<file path="config.mk">
export PLATFORM = sky130hd
export DESIGN_NAME = run_length_byte_decoder
export DESIGN_NICKNAME = d
export VERILOG_FILES = /design/src/rtl/rld_pkg.sv /design/src/rtl/rld_ctrl.sv /design/src/rtl/rld_datapath.sv /design/src/rtl/run_length_byte_decoder.sv
export SDC_FILE = /design/constraint.sdc
export NUM_CORES = 1
export LEC_CHECK = 0
export BUFFER_PORTS_ARGS = -buffer_cell sky130_fd_sc_hd__buf_2
export CAP_MARGIN = 20
export CORE_UTILIZATION = 41
export DETAILED_ROUTE_END_ITERATION = 10
export REMOVE_ABC_BUFFERS = 1
export SYNTH_ARGS = -nofsm -noshare
export SYNTH_HDL_FRONTEND = slang
export SYNTH_SLANG_ARGS = --single-unit
</file>
<file path="constraint.sdc">
create_clock -name i_clk -period 7.8 [get_ports i_clk]
set_input_delay 1.17 -clock i_clk [delete_from_list [all_inputs] [get_ports i_clk]]
set_output_delay 1.17 -clock i_clk [all_outputs]
set_load 0.005 [all_outputs]
</file>
<file path="src/rtl/rld_pkg.sv">
`timescale 1ns / 1ps
// ----------------------------------------------------------------------------
// rld_pkg
// Shared types and constants for the run-length byte decoder.
// ----------------------------------------------------------------------------
package rld_pkg;

    localparam logic [7:0]  REPEAT_BASE       = 8'hC0;
    localparam logic [5:0]  REPEAT_COUNT_MASK = 6'h3F;
    localparam logic [7:0]  REPEAT_MAX        = 8'd64;
    localparam logic [7:0]  LITERAL_BASE      = 8'h80;
    localparam logic [6:0]  LITERAL_COUNT_MASK = 7'h7F;
    localparam logic [7:0]  LITERAL_MAX       = 8'd128;
    localparam logic [15:0] PIXEL_LIMIT_RESET = 16'd576;

    typedef struct packed {
        logic [7:0] source_byte;
        logic       end_of_tile;
    } t_in_item;

    typedef struct packed {
        logic        pixel_valid;
        logic [7:0]  pixel_value;
        logic        last_of_item;
        logic        tile_done;
        logic [15:0] decoded_total;
    } t_out_item;

    // controller -> datapath
    typedef struct packed {
        logic accept;
        logic push;
    } t_rld_cmd;

    // datapath -> controller
    typedef struct packed {
        logic has_results;
        logic last_result;
        logic out_free;
    } t_rld_status;

endpackage

</file>
<file path="src/rtl/rld_ctrl.sv">
`timescale 1ns / 1ps
// ----------------------------------------------------------------------------
// rld_ctrl
// Controller: takes a byte, then, whenever the output register is free, issues
// one result push per cycle until the byte's results are all in the output register.
// ----------------------------------------------------------------------------
module rld_ctrl
    import rld_pkg::*;
(
    input  logic        i_clk,
    input  logic        i_rst_n,
    input  logic        i_in_valid,
    input  t_rld_status i_status,
    output t_rld_cmd    o_cmd,
    output logic        o_in_stall
);

    localparam logic ST_IDLE = 1'b0;
    localparam logic ST_EMIT = 1'b1;

    logic r_state;
    logic n_state;

    always_comb begin
        n_state      = r_state;
        o_cmd.accept = 1'b0;
        o_cmd.push   = 1'b0;
        case (r_state)
            ST_IDLE: begin
                o_cmd.accept = i_in_valid;
                if (i_in_valid && i_status.has_results) begin
                    n_state = ST_EMIT;
                end
            end
            ST_EMIT: begin
                o_cmd.push = i_status.out_free;
                if (i_status.out_free && i_status.last_result) begin
                    n_state = ST_IDLE;
                end
            end
            default: begin
                n_state = ST_IDLE;
            end
        endcase
    end

    always_ff @(posedge i_clk) begin
        if (!i_rst_n) begin
            r_state <= ST_IDLE;
        end else begin
            r_state <= n_state;
        end
    end

    assign o_in_stall = (r_state != ST_IDLE);

endmodule

</file>
<file path="src/rtl/rld_datapath.sv">
`timescale 1ns / 1ps
// ----------------------------------------------------------------------------
// rld_datapath
// Decode state, pixel counter, limit register and the output register.
// ----------------------------------------------------------------------------
module rld_datapath
    import rld_pkg::*;
(
    input  logic        i_clk,
    input  logic        i_rst_n,
    input  logic        i_cfg_we,
    input  logic [15:0] i_cfg_data,
    input  t_in_item    i_in_data,
    input  t_rld_cmd    i_cmd,
    input  logic        i_out_stall,
    output t_rld_status o_status,
    output logic        o_out_valid,
    output t_out_item   o_out_data
);

    localparam logic [1:0] PHASE_CMD     = 2'd0;
    localparam logic [1:0] PHASE_REPEAT  = 2'd1;
    localparam logic [1:0] PHASE_LITERAL = 2'd2;

    logic [15:0] r_limit;
    logic [1:0]  r_phase;
    logic [7:0]  r_run;
    logic [15:0] r_count;
    logic [6:0]  r_left;
    logic [7:0]  r_byte;
    logic        r_eot;
    logic        r_out_valid;
    t_out_item   r_out;

    logic [1:0]  n_phase;
    logic [7:0]  n_run;
    logic [6:0]  pix_cnt;
    logic [15:0] room;
    logic        active;
    logic [15:0] count_inc;
    logic        last_result;
    logic        out_free;

    // Decode of the offered byte against the current phase
    always_comb begin
        n_phase = r_phase;
        n_run   = r_run;
        pix_cnt = 7'd0;
        active  = (r_count < r_limit);
        room    = r_limit - r_count;
        if (active) begin
            case (r_phase)
                PHASE_REPEAT: begin
                    // cut the run short at the limit
                    pix_cnt = (room < {8'd0, r_run}) ? room[6:0] : r_run[6:0];
                    n_phase = PHASE_CMD;
                    n_run   = 8'd0;
                end
                PHASE_LITERAL: begin
                    pix_cnt = 7'd1;
                    n_run   = r_run - 8'd1;
                    if (r_run == 8'd1) begin
                        n_phase = PHASE_CMD;
                    end
                end
                default: begin
                    if (i_in_data.source_byte >= REPEAT_BASE) begin
                        n_phase = PHASE_REPEAT;
                        if ((i_in_data.source_byte[5:0] & REPEAT_COUNT_MASK) == 6'd0) begin
                            n_run = REPEAT_MAX;
                        end else begin
                            n_run = {2'b00, i_in_data.source_byte[5:0] & REPEAT_COUNT_MASK};
                        end
                    end else if (i_in_data.source_byte >= LITERAL_BASE) begin
                        n_phase = PHASE_LITERAL;
                        if ((i_in_data.source_byte[6:0] & LITERAL_COUNT_MASK) == 7'd0) begin
                            n_run = LITERAL_MAX;
                        end else begin
                            n_run = {1'b0, i_in_data.source_byte[6:0] & LITERAL_COUNT_MASK};
                        end
                    end else begin
                        pix_cnt = 7'd1;
                    end
                end
            endcase
        end
        if (i_in_data.end_of_tile) begin
            n_phase = PHASE_CMD;
            n_run   = 8'd0;
        end
    end

    assign count_inc   = r_count + 16'd1;
    assign last_result = (r_left <= 7'd1);
    assign out_free    = !r_out_valid || !i_out_stall;

    assign o_status.has_results = (pix_cnt != 7'd0) || i_in_data.end_of_tile;
    assign o_status.last_result = last_result;
    assign o_status.out_free    = out_free;

    always_ff @(posedge i_clk) begin
        if (!i_rst_n) begin
            r_limit     <= PIXEL_LIMIT_RESET;
            r_phase     <= PHASE_CMD;
            r_run       <= 8'd0;
            r_count     <= 16'd0;
            r_left      <= 7'd0;
            r_eot       <= 1'b0;
            r_out_valid <= 1'b0;
        end else begin
            if (i_cfg_we) begin
                r_limit <= i_cfg_data;
            end
            if (i_cmd.accept) begin
                r_phase <= n_phase;
                r_run   <= n_run;
                r_left  <= pix_cnt;
                r_eot   <= i_in_data.end_of_tile;
            end
            if (i_cmd.push) begin
                if (r_left != 7'd0) begin
                    r_left <= r_left - 7'd1;
                end
                if (last_result && r_eot) begin
                    r_count <= 16'd0;
                end else if (r_left != 7'd0) begin
                    r_count <= count_inc;
                end
            end
            if (i_cmd.push) begin
                r_out_valid <= 1'b1;
            end else if (!i_out_stall) begin
                r_out_valid <= 1'b0;
            end
        end
    end

    always_ff @(posedge i_clk) begin
        if (i_cmd.accept) begin
            r_byte <= i_in_data.source_byte;
        end
        if (i_cmd.push) begin
            if (r_left != 7'd0) begin
                r_out.pixel_valid   <= 1'b1;
                r_out.pixel_value   <= r_byte;
                r_out.decoded_total <= count_inc;
            end else begin
                // end-of-tile beat with no pixel
                r_out.pixel_valid   <= 1'b0;
                r_out.pixel_value   <= 8'd0;
                r_out.decoded_total <= r_count;
            end
            r_out.last_of_item <= last_result;
            r_out.tile_done    <= last_result && r_eot;
        end
    end

    assign o_out_valid = r_out_valid;
    assign o_out_data  = r_out;

    a_no_push_over_full: assert property (@(posedge i_clk) disable iff (!i_rst_n)
        i_cmd.push |-> out_free)
        else $error("result pushed over a stalled output beat");

    a_accept_push_exclusive: assert property (@(posedge i_clk) disable iff (!i_rst_n)
        !(i_cmd.accept && i_cmd.push))
        else $error("accept and push in the same cycle");

    a_left_bounded: assert property (@(posedge i_clk) disable iff (!i_rst_n)
        r_left <= 7'd64)
        else $error("pending pixel count beyond a full repeat run");

    a_tile_clears_count: assert property (@(posedge i_clk) disable iff (!i_rst_n)
        (i_cmd.push && last_result && r_eot) |=> (r_count == 16'd0))
        else $error("pixel count not cleared after tile end");

    a_phase_legal: assert property (@(posedge i_clk) disable iff (!i_rst_n)
        r_phase != 2'd3)
        else $error("unused decode phase reached");

endmodule

</file>
<file path="src/rtl/run_length_byte_decoder.sv">
`timescale 1ns / 1ps
// ----------------------------------------------------------------------------
// run_length_byte_decoder
// Run-length byte decoder for one tile at a time: repeat, literal-run and
// single-pixel codes, with a per-tile pixel limit.
// ----------------------------------------------------------------------------
// Each accepted byte that gives n results holds the input stalled while the
// single output register is loaded with one result per cycle, whenever the
// downstream stall lets it (n up to 64 for a repeat run, one for a pixel or
// literal byte, one for an end-of-tile byte with no pixel). A byte with no
// result does not stall the input. The pixel limit is written through
// i_cfg_we/i_cfg_data; the user must write it only while the block is idle,
// as the block does not enforce this. It resets to 576 and is kept across tiles.
module run_length_byte_decoder
    import rld_pkg::*;
(
    input  logic        i_clk,
    input  logic        i_rst_n,
    input  logic        i_cfg_we,
    input  logic [15:0] i_cfg_data,
    input  logic        i_in_valid,
    output logic        o_in_stall,
    input  t_in_item    i_in_data,
    output logic        o_out_valid,
    input  logic        i_out_stall,
    output t_out_item   o_out_data
);

    t_rld_cmd    cmd;
    t_rld_status status;

    rld_ctrl u_ctrl (
        .i_clk      (i_clk),
        .i_rst_n    (i_rst_n),
        .i_in_valid (i_in_valid),
        .i_status   (status),
        .o_cmd      (cmd),
        .o_in_stall (o_in_stall)
    );

    rld_datapath u_datapath (
        .i_clk       (i_clk),
        .i_rst_n     (i_rst_n),
        .i_cfg_we    (i_cfg_we),
        .i_cfg_data  (i_cfg_data),
        .i_in_data   (i_in_data),
        .i_cmd       (cmd),
        .i_out_stall (i_out_stall),
        .o_status    (status),
        .o_out_valid (o_out_valid),
        .o_out_data  (o_out_data)
    );

endmodule

</file>
# After elaboration in Yosys (flattened, before gate mapping)

Index checks and enable logic that the tools add are counted.

Bits in registers: 87
Word-level logic and storage cells: 75
Bits of input ports: 30
Output and inout port bits: 29

Mux-type cells: 31
$add $sub $neg: 4
Eq/ne operators: 5
Bitwise gates (word level): 1
$lt $le $gt $ge: 5
Reductions and logical operators: 15

Operator list:

| kind                                                                  | number |
|---|---|
| 7-bit 2-to-1 mux                                                      | 7 |
| 8-bit 2-to-1 mux                                                      | 5 |
| 16-bit 2-to-1 mux                                                     | 2 |
| 16-bit by 1-bit adder with 16-bit output, second input constant       | 1 |
| 8-bit greater-or-equal comparator, second input constant              | 2 |
| 16-bit < comparator                                                   | 1 |
| 16-bit by 8-bit < comparator with 1-bit output                        | 1 |
| 8-bit one-hot mux with 2 select lines                                 | 1 |
| 16-bit subtractor                                                     | 1 |
| 7-bit one-hot mux with 2 select lines                                 | 1 |
| 7-bit nonzero test                                                    | 2 |
| 2-bit 2-to-1 mux                                                      | 5 |
| 9-bit 2-to-1 mux                                                      | 1 |
| 8-bit by 1-bit equality test with 1-bit output, second input constant | 1 |
| 8-bit by 1-bit subtractor with 8-bit output, second input constant    | 1 |
| 7-bit by 1-bit <= comparator with 1-bit output, second input constant | 1 |
| 7-bit logical NOT                                                     | 1 |
| 1-bit 2-to-1 mux                                                      | 7 |
| 7-bit by 1-bit subtractor with 7-bit output, second input constant    | 1 |
| 6-bit logical NOT                                                     | 1 |
| 5-bit nonzero test                                                    | 1 |
| 2-bit one-hot mux with 2 select lines                                 | 1 |
| 4-bit AND reduction                                                   | 1 |
| 1-bit logical AND                                                     | 3 |
| 10 further kinds                                                      | 12 |

# Longest topological paths before layout

Gate-level depths: netlist (run 1).

Depth in word-level cells: 10
Gate-level depth with buffers: 18
Gate-level depth less buffers: 17

# Hierarchy

From an unflattened synthesis (run 1), not the netlist that was laid out.

Cells, all modules: 570
Area total of the unflattened synthesis: 5237.5 µm²

By module, submodules not included:

| module       | area an instance (µm²) | times used | cells each |
|---|---|---|---|
| rld_datapath | 5183.7                 | 1          | 564 |
| rld_ctrl     | 53.8                   | 1          | 6 |

# Least setup slack after synthesis (run 1)

No wires, ideal clock.

Kind: register to register
From: register u_datapath.r_count[0]
To: register u_ctrl.r_state, in the netlist u_ctrl.o_in_stall
Cell stages (with the launch flop): 18
Data required time: 7.667 ns
Slack: 3.990 ns
Period minus slack after synthesis: 3.810 ns
Path buffers: 1
Data arrival time: 3.677 ns
Cell sequence: dfxtp_1 -> ha_1 -> fa_1 -> nand2b_1 -> nand2b_1 -> a21oi_1 -> xnor2_1 -> ha_1 -> a21o_1 -> a211o_1 -> a41oi_1 -> o211ai_1 -> a211oi_2 -> nand4bb_1 -> buf_6 -> or4_1 -> a21oi_1 -> a31oi_1

Longest elaborated chain between the ends: 10
Elaborated cells on any way between the ends: 11
Those cells by class: add/sub: 1; order compare: 2; mux: 5; reduce/logical: 3

Ends and longest elaborated chain:

| item                                           | line                | text |
|---|---|---|
| start: declaration                             | rld_datapath.sv:28  | `logic [15:0] r_count;` |
| start signal: assignment                       | rld_datapath.sv:127 | `r_count <= count_inc;` |
| 16-bit subtractor                              | rld_datapath.sv:50  | `room = r_limit - r_count;` |
| 16-bit by 8-bit < comparator with 1-bit output | rld_datapath.sv:55  | `pix_cnt = (room < {8'd0, r_run}) ? room[6:0] : r_run[6:0];` |
| 7-bit 2-to-1 mux                               | rld_datapath.sv:55  |  |
| 7-bit one-hot mux with 2 select lines          | rld_datapath.sv:52  | `case (r_phase)` |
| 7-bit 2-to-1 mux (*)                           | rld_datapath.sv:51  | `if (active) begin` |
| 7-bit nonzero test (*)                         | rld_datapath.sv:97  | `assign o_status.has_results = (pix_cnt != 7'd0) \|\| i_in_data.end_of_tile;` |
| 1-bit logical OR (*)                           | rld_datapath.sv:97  |  |
| 1-bit logical AND (*)                          | rld_ctrl.sv:31      | `if (i_in_valid && i_status.has_results) begin` |
| 1-bit 2-to-1 mux (*)                           | rld_ctrl.sv:31      |  |
| 1-bit one-hot mux with 2 select lines (*)      | rld_ctrl.sv:28      | `case (r_state)` |
| end signal: assignment                         | rld_ctrl.sv:51      | `r_state <= n_state;` |
| end: declaration                               | rld_ctrl.sv:21      | `logic r_state;` |

Mark *: on every way between the ends. The rest lies on a longest branch, timed or not.
A chain may end at the register's enable or synchronous reset.

# Final worst setup path (run 1)

Ends and elaborated chain as after synthesis.

==> results by group, run 1 <==
Run status
  – Status: complete, no violations

Synthesis
  – Seq/Total Area, Yosys: 40.6%
  – Primary FF master, synth: dfxtp_1
  – Post-synth EDFFs: 35
  – Post-Synthesis Cells: 567
  – Post-synthesis register bit count: 87
  – Synth Cell Area: 5160 um^2
  – Syn avg cell area: 9.10 um^2
  – Synthesis Warnings: 0
  – Fraction of registers with async set/reset: 0%
  – Number of distinct library cells after synthesis: 69

Placed design
  – Placed Cells: 772
  – Final estimated routing congestion in global placement: 0.849
  – Detailed Place HPWL: 9450 um
  – Placement Cell Area: 5570 um^2
  – IO Port Bufs: 58
  – DP Worst Slack: 3.29 ns

Floorplan
  – Num ports: 59
  – DIE AREA: 13000 um^2
  – Site Rows: 40
  – Initial Util: 42.6%
  – Die Wd: 114 um
  – Die Y-Extent: 114 um
  – Core region area: 12100 um^2

STA
  – Final setup vio count: 0
  – Final Max Tran Viols: 0
  – Minimum hold slack: 0.474 ns
  – Slew at the pin with the worst max-slew slack: 0.818 ns
  – Slew Limit Headroom: 45.4%
  – Final setup TNS: 0 ns
  – Final hold violation count: 0
  – Final WS setup: 3.26 ns
  – Final period utilization: 58.2%
  – Tmin final: 4.54 ns
  – RSZ-0062 raised after global routing: false
  – Skew final: 0.00578 ns
  – Achievable Freq: 220 MHz

Layout
  – Final cell count without fillers: 789
  – Fin util: 48.5%
  – Layout area overhead: 13.8%
  – Final Instance Area: 5870 um^2
  – Nets: 677
  – # fillers: 1194
  – Ant. Diodes: 0
  – Layout cells sized above 1: 14.2%

Routing
  – Residual DRC count: 0
  – Final wirelength: 12700 um
  – Via density: 5.45
  – Number of routed nets with antenna violations: 0
  – Routed len/inst: 16.2 um
  – DR vias: 4298
  – DRT iter0 DRCs: 351
  – TritonRoute pass-1 iters: 5

Clock tree
  – # clock sinks: 87
  – Clock transition at path regs: 0.06 ns
  – Root Buffer: clkbuf_16
  – Num CTS Buffers: 9
  – CTS tree: yes
  – H-tree depth: 3
  – Clock Latency Late Sink: 0.34 ns
  – Post-CTS setup buffer count: 0
  – CTS hold repair buffers: 0
  – Clk buf depth: 2
  – Cts repair resizes: 0

Worst setup path
  – Critical Path Source Type: register
  – CP Capture Type: register
  – Crit path kind: register to register
  – Crit path max fanout: 9
  – Crit path DAT: 4.72 ns
  – CP required: 7.98 ns

Job
  – Max-cap violations: 0

GRT
  – First-pass GRT wire length: 21000 um
  – Vias in the first global route: 4097
  – Grt ovf: 0
  – Antenna violations before repair: 0
  – Largest net degree at the start of global routing: 27
  – Total GRT Usage: 20.6%

Power
  – Worst vdd ir: 0.0960 mV
  – PwrDens: 211 nW/um^2
  – Leakage: 2.30 nW
  – Total Power: 1.24 mW

Worst hold path
  – Worst hold path class: register to register
-- critical path, stage by stage (launching register included) --
cell,delay [ns]
dfxtp_1,0.36
ha_1,0.25
fa_1,0.40
nand2b_1,0.23
nand2b_1,0.10
a21oi_1,0.07
xnor2_1,0.27
ha_1,0.30
a21o_1,0.18
a211o_1,0.28
a41oi_1,0.20
o211ai_1,0.17
a211oi_2,0.22
nand4bb_1,0.46
or4_1,0.64
a21oi_1,0.15
a31oi_1,0.10
-- state kept, by name, indices dropped and copies added, names as in the netlist --
name                    flops
u_datapath.o_out_data      27
u_datapath.r_count         16
u_datapath.r_limit         16
u_datapath.r_byte           8
u_datapath.r_run            8
u_datapath.r_left           7
u_datapath.r_phase          2
u_ctrl.o_in_stall           1
u_datapath.o_out_valid      1
u_datapath.r_eot            1
-- Yosys cell counts, types with 5 or more instances --
cell	count	area (um^2)
inv_1	44	165
nor2_1	58	218
ha_1	30	375
a21oi_1	37	185
a31oi_1	5	31.3
edfxtp_1	35	1050
nand4_1	5	31.3
xnor2_1	25	219
mux2i_1	21	210
or3_1	8	50.1
nand2_1	27	101
a22oi_1	11	82.6
o21ai_0	24	120
a211oi_1	14	105
a21o_1	5	37.5
and3_1	9	56.3
nand2b_1	6	37.5
and2_1	12	75.1
nand3_1	18	90.1
nor3_1	21	105
dfxtp_1	52	1040
clkbuf_1	14	52.6
-- layout by cell type (no fill, tap or decap), types with 5 or more instances in the layout --
cell type	netlist	final
buf_2	4	58
xnor2_1	25	25
nand3_1	18	18
dfxtp_1	52	52
a21oi_1	37	37
o21ai_0	24	24
nor2_1	58	58
nor3_1	21	21
clkbuf_16	0	9
and2_1	12	12
nand2_1	27	27
or3_1	8	8
inv_1	44	44
edfxtp_1	35	35
ha_1	30	30
a22oi_1	11	11
nand4_1	5	5
and3_1	9	9
a31oi_1	5	5
mux2i_1	21	21
a21o_1	5	5
nand2b_1	6	6
a211oi_1	14	14
-- logic make-up after synthesis --
kind of cell    after synthesis  synth area share [%]
fa+ha+maj                    31                  7.67
xor+xnor                     28                  4.76
flops                        87                  40.6
buf+inv                      68                  5.26
compound gates              141                  18.7
simple gates                188                  18.3
mux                          24                  4.73
-- path summary, 6_finish.rpt --
check	to	start	slack, ns	depth (start not counted)
max	u_ctrl.o_in_stall$_SDFF_PN0_	u_datapath.r_count[0]$_SDFFE_PN0P_	3.26	16
min	u_datapath.r_eot$_SDFFE_PN0P_	u_datapath.r_eot$_SDFFE_PN0P_	0.47	2
max reg2reg	u_ctrl.o_in_stall$_SDFF_PN0_	u_datapath.r_count[0]$_SDFFE_PN0P_	3.26	16
min reg2reg	u_datapath.r_eot$_SDFFE_PN0P_	u_datapath.r_eot$_SDFFE_PN0P_	0.47	2
-- report_power, final --
group          total (mW)  internal [mW]  switching, mW
clock               0.431          0.257          0.174
combinational       0.276          0.108          0.168
sequential          0.529          0.512         0.0176
total                1.24          0.877          0.360
-- cell type report --
class,count,area [um^2],area share [%]
well taps,168,210,3.58
inverters,45,169,2.88
multi-input cells,412,2790,47.6
flip-flops and latches,87,2090,35.6
clock inverters,3,42.5,0.725
clock buffers,13,250,4.26
repair buffers,61,313,5.33
-- per-layer routing --
metal / part of all wire, % / track usage, % / vias to the layer above
met2: 44 / 31.5 / 93
met5: 0 / 0 / -
met4: 1.8 / 5.89 / 0
li1: - / - / 2152
met1: 51 / 29.6 / 2037
met3: 3.3 / 3.55 / 16
Note: power is estimated with default switching activity, not from simulation.
==> run 2: changes to the inputs <==
==> constraint.sdc (replaced) <==
create_clock -name i_clk -period 4.2 [get_ports i_clk]
set_input_delay 0.63 -clock i_clk [delete_from_list [all_inputs] [get_ports i_clk]]
set_output_delay 0.63 -clock i_clk [all_outputs]
set_load 0.005 [all_outputs]
==> run 2 against run 1 <==
  * Maximum frequency is 14% higher
  * Hold slack better by 0.0035 ns
  * Critical endpoint is now u_datapath.r_left[4]$_SDFF_PN0_
  * Clock-buffer cell count is 2 lower
==> results by group, run 2 (synthesis gave the netlist of run 1 again) <==
Floorplan
  – Core region area: 12100 um^2 (unchanged)
  – Site Rows: 40 (unchanged)
  – Num ports: 59 (unchanged)
  – Initial Util: 42.6% (unchanged)
  – Die Y-Extent: 114 um (unchanged)
  – Die Wd: 114 um (unchanged)
  – DIE AREA: 13000 um^2 (unchanged)

Power
  – Clock network power share: 34.7% (-0.2 points)
  – Net Sw Frac: 29.2% (+0.13 points)
  – PwrDens: 388 nW/um^2 (+84%)
  – Worst vdd ir: 0.223 mV (+130%)
  – Seq pwr share: 42.4% (-0.4 points)
  – Internal power: 1.64 mW (+87%)
  – Comb pwr share: 23.0% (+0.7 points)
  – Sw power: 0.677 mW (+88%)
  – Leakage: 2.37 nW (+2.8%)

Routing
  – Residual DRC count: 0 (unchanged)
  – TritonRoute pass-1 iters: 5 (unchanged)
  – DR vias: 4328 (+0.70%)
  – Routed len/inst: 16.0 um (-1.1%)
  – DRT iter0 DRCs: 340 (-3.1%)
  – Number of routed nets with antenna violations: 0 (unchanged)
  – Final wirelength: 12700 um (-0.10%)
  – Via density: 5.43 (-0.31%)

Worst setup path
  – Crit path kind: register to register
  – Crit path max fanout: 7 (-2)
  – Critical Path Source Type: register
  – CP required: 4.49 ns (-3.49 ns)
  – Crit path DAT: 4.28 ns (-0.44 ns)
  – CP Capture Type: register

Layout
  – # fillers: 1181 (-1.1%)
  – Nets: 685 (+1.2%)
  – Layout area overhead: 15.8%
  – Ant. Diodes: 0 (unchanged)
  – Highest-count cells in the layout ignoring fill and taps: nor2_1, buf_2, dfxtp_1, inv_1, a21oi_1
  – Final cell count without fillers: 797 (+1.0%)
  – Layout cells sized above 1: 16.7% (+2.5 points)
  – Max FFs per register: 27 (unchanged)

GRT
  – Grt ovf: 0 (unchanged)
  – Total GRT Usage: 20.3% (-0.23 points)
  – Largest net degree at the start of global routing: 41 (+52%)
  – First-pass GRT wire length: 20700 um (-1.4%)
  – Vias in the first global route: 4101 (+0.098%)
  – Antenna violations before repair: 0 (unchanged)

Clock tree
  – H-tree depth: 3 (unchanged)
  – Clock transition at path regs: 0.06 ns (about the same)
  – CTS tree: yes
  – Clock Latency Late Sink: 0.34 ns (about the same)
  – # clock sinks: 87 (unchanged)
  – Num CTS Buffers: 9 (unchanged)
  – Root Buffer: clkbuf_16
  – Clk buf depth: 2 (unchanged)
  – CTS hold repair buffers: 0 (unchanged)

Placed design
  – IO Port Bufs: 58 (unchanged)
  – Placed Cells: 777 (+0.65%)
  – Detailed Place HPWL: 9520 um (+0.68%)
  – Final estimated routing congestion in global placement: 0.867 (+2.1%)

STA
  – Tmin final: 3.99 ns (-0.550 ns)
  – Achievable Freq: 251 MHz (+14%)
  – Final period utilization: 95.0% (+37 points)
  – Final hold violation count: 0 (unchanged)
  – Minimum hold slack: 0.477 ns (+0.00353 ns)
  – Final setup TNS: 0 ns (unchanged)
  – RSZ-0062 raised after global routing: false
  – Slew at the pin with the worst max-slew slack: 0.977 ns (+0.159 ns)
  – Skew final: 0.00683 ns (+0.00105 ns)
  – Final setup vio count: 0 (unchanged)
  – Final Max Tran Viols: 0 (unchanged)
  – Slew Limit Headroom: 34.8% (-11 points)

Worst hold path
  – Worst hold path class: register to register

Job
  – Max-cap violations: 0 (unchanged)

Run status
  – Status: complete, no violations
-- run 2: changes by cell type in the layout (fill, tap and decap cells not counted), sizes merged --
cell | before | now
clkinvlp | 1 | 0
buf | 61 | 69
clkinv | 2 | 5
clkbuf | 13 | 11
-- run 2: repair_timing --
action / in CTS / in global routing
endpoints found under the setup margin: 1 / 8
resized for setup: 1 / 7
pin swaps: 0 / 4
setup buffers: 0 / 4
endpoints found under the hold margin: 0 / 0
-- run 2: final timing paths --
kind                                                     startpoint                                   to  slack (ns)  depth (start not counted)
worst max-delay path             u_datapath.r_limit[0]$_SDFFE_PN0P_      u_datapath.r_left[4]$_SDFF_PN0_        0.21                         19
worst min register to register  u_datapath.r_count[12]$_SDFFE_PN0P_  u_datapath.r_count[12]$_SDFFE_PN0P_        0.48                          2
worst max register to register   u_datapath.r_limit[0]$_SDFFE_PN0P_      u_datapath.r_left[4]$_SDFF_PN0_        0.21                         19
worst min-delay path            u_datapath.r_count[12]$_SDFFE_PN0P_  u_datapath.r_count[12]$_SDFFE_PN0P_        0.48                          2
-- run 2: final cells by class --
class	count	area, um^2	share of cell area (%)
Clock buffer	11	243	4.06
Sequential cell	87	2090	35.1
Inverter	45	169	2.83
Timing Repair Buffer	69	377	6.31
Tap cell	168	210	3.52
Multi-Input combinational cell	412	2820	47.3
Clock inverter	5	57.6	0.964
-- run 2: per-layer routing --
metal / routed length, um / vias up / part of all wire [%] / GRT usage [%]
met2: 5750 / 107 / 45 / 32.0
met1: 6240 / 2041 / 49 / 28.4
met4: 242 / 0 / 1.9 / 7.01
met3: 498 / 15 / 3.9 / 3.18
met5: 0 / - / 0 / 0
li1: - / 2165 / - / -
-- run 2: power by group through the flow --
stage	Combinational, mW	Clock [mW]	Sequential, mW
after global placement	0.505	0	0.998
after detailed placement	0.514	0	1.00
after global routing	0.592	0.850	0.988
after floorplan	0.348	0	0.998
final	0.532	0.803	0.982
after CTS	0.520	0.817	0.982
-- run 2: critical path, stage by stage, from the launching register on --
cell       delay (ns)
dfxtp_1          0.33
inv_1            0.05
ha_1             0.20
fa_2             0.35
nand2b_2         0.22
nand2b_1         0.08
a21oi_1          0.10
xnor2_2          0.22
ha_1             0.27
a21o_1           0.18
a211o_1          0.28
a41oi_1          0.18
o211ai_1         0.14
a211oi_2         0.17
nand4bb_1        0.23
buf_6            0.20
buf_4            0.13
mux2i_1          0.11
nor3_1           0.24
o221a_2          0.25
-- run 2: per-stage QoR --
stage | utilization [%] | total power, mW | instance area (um^2) | setup WS (ns)
after floorplan | - | 1.35 | 5050 | 0.155
after global placement | 46.3 | 1.50 | 5610 | 0.229
after detailed placement | 46.3 | 1.51 | 5610 | 0.0770
after CTS | 48.8 | 2.32 | 5920 | 0.0779
after global routing | 49.3 | 2.43 | 5970 | 0.00788
final | 49.3 | 2.32 | 5970 | 0.211
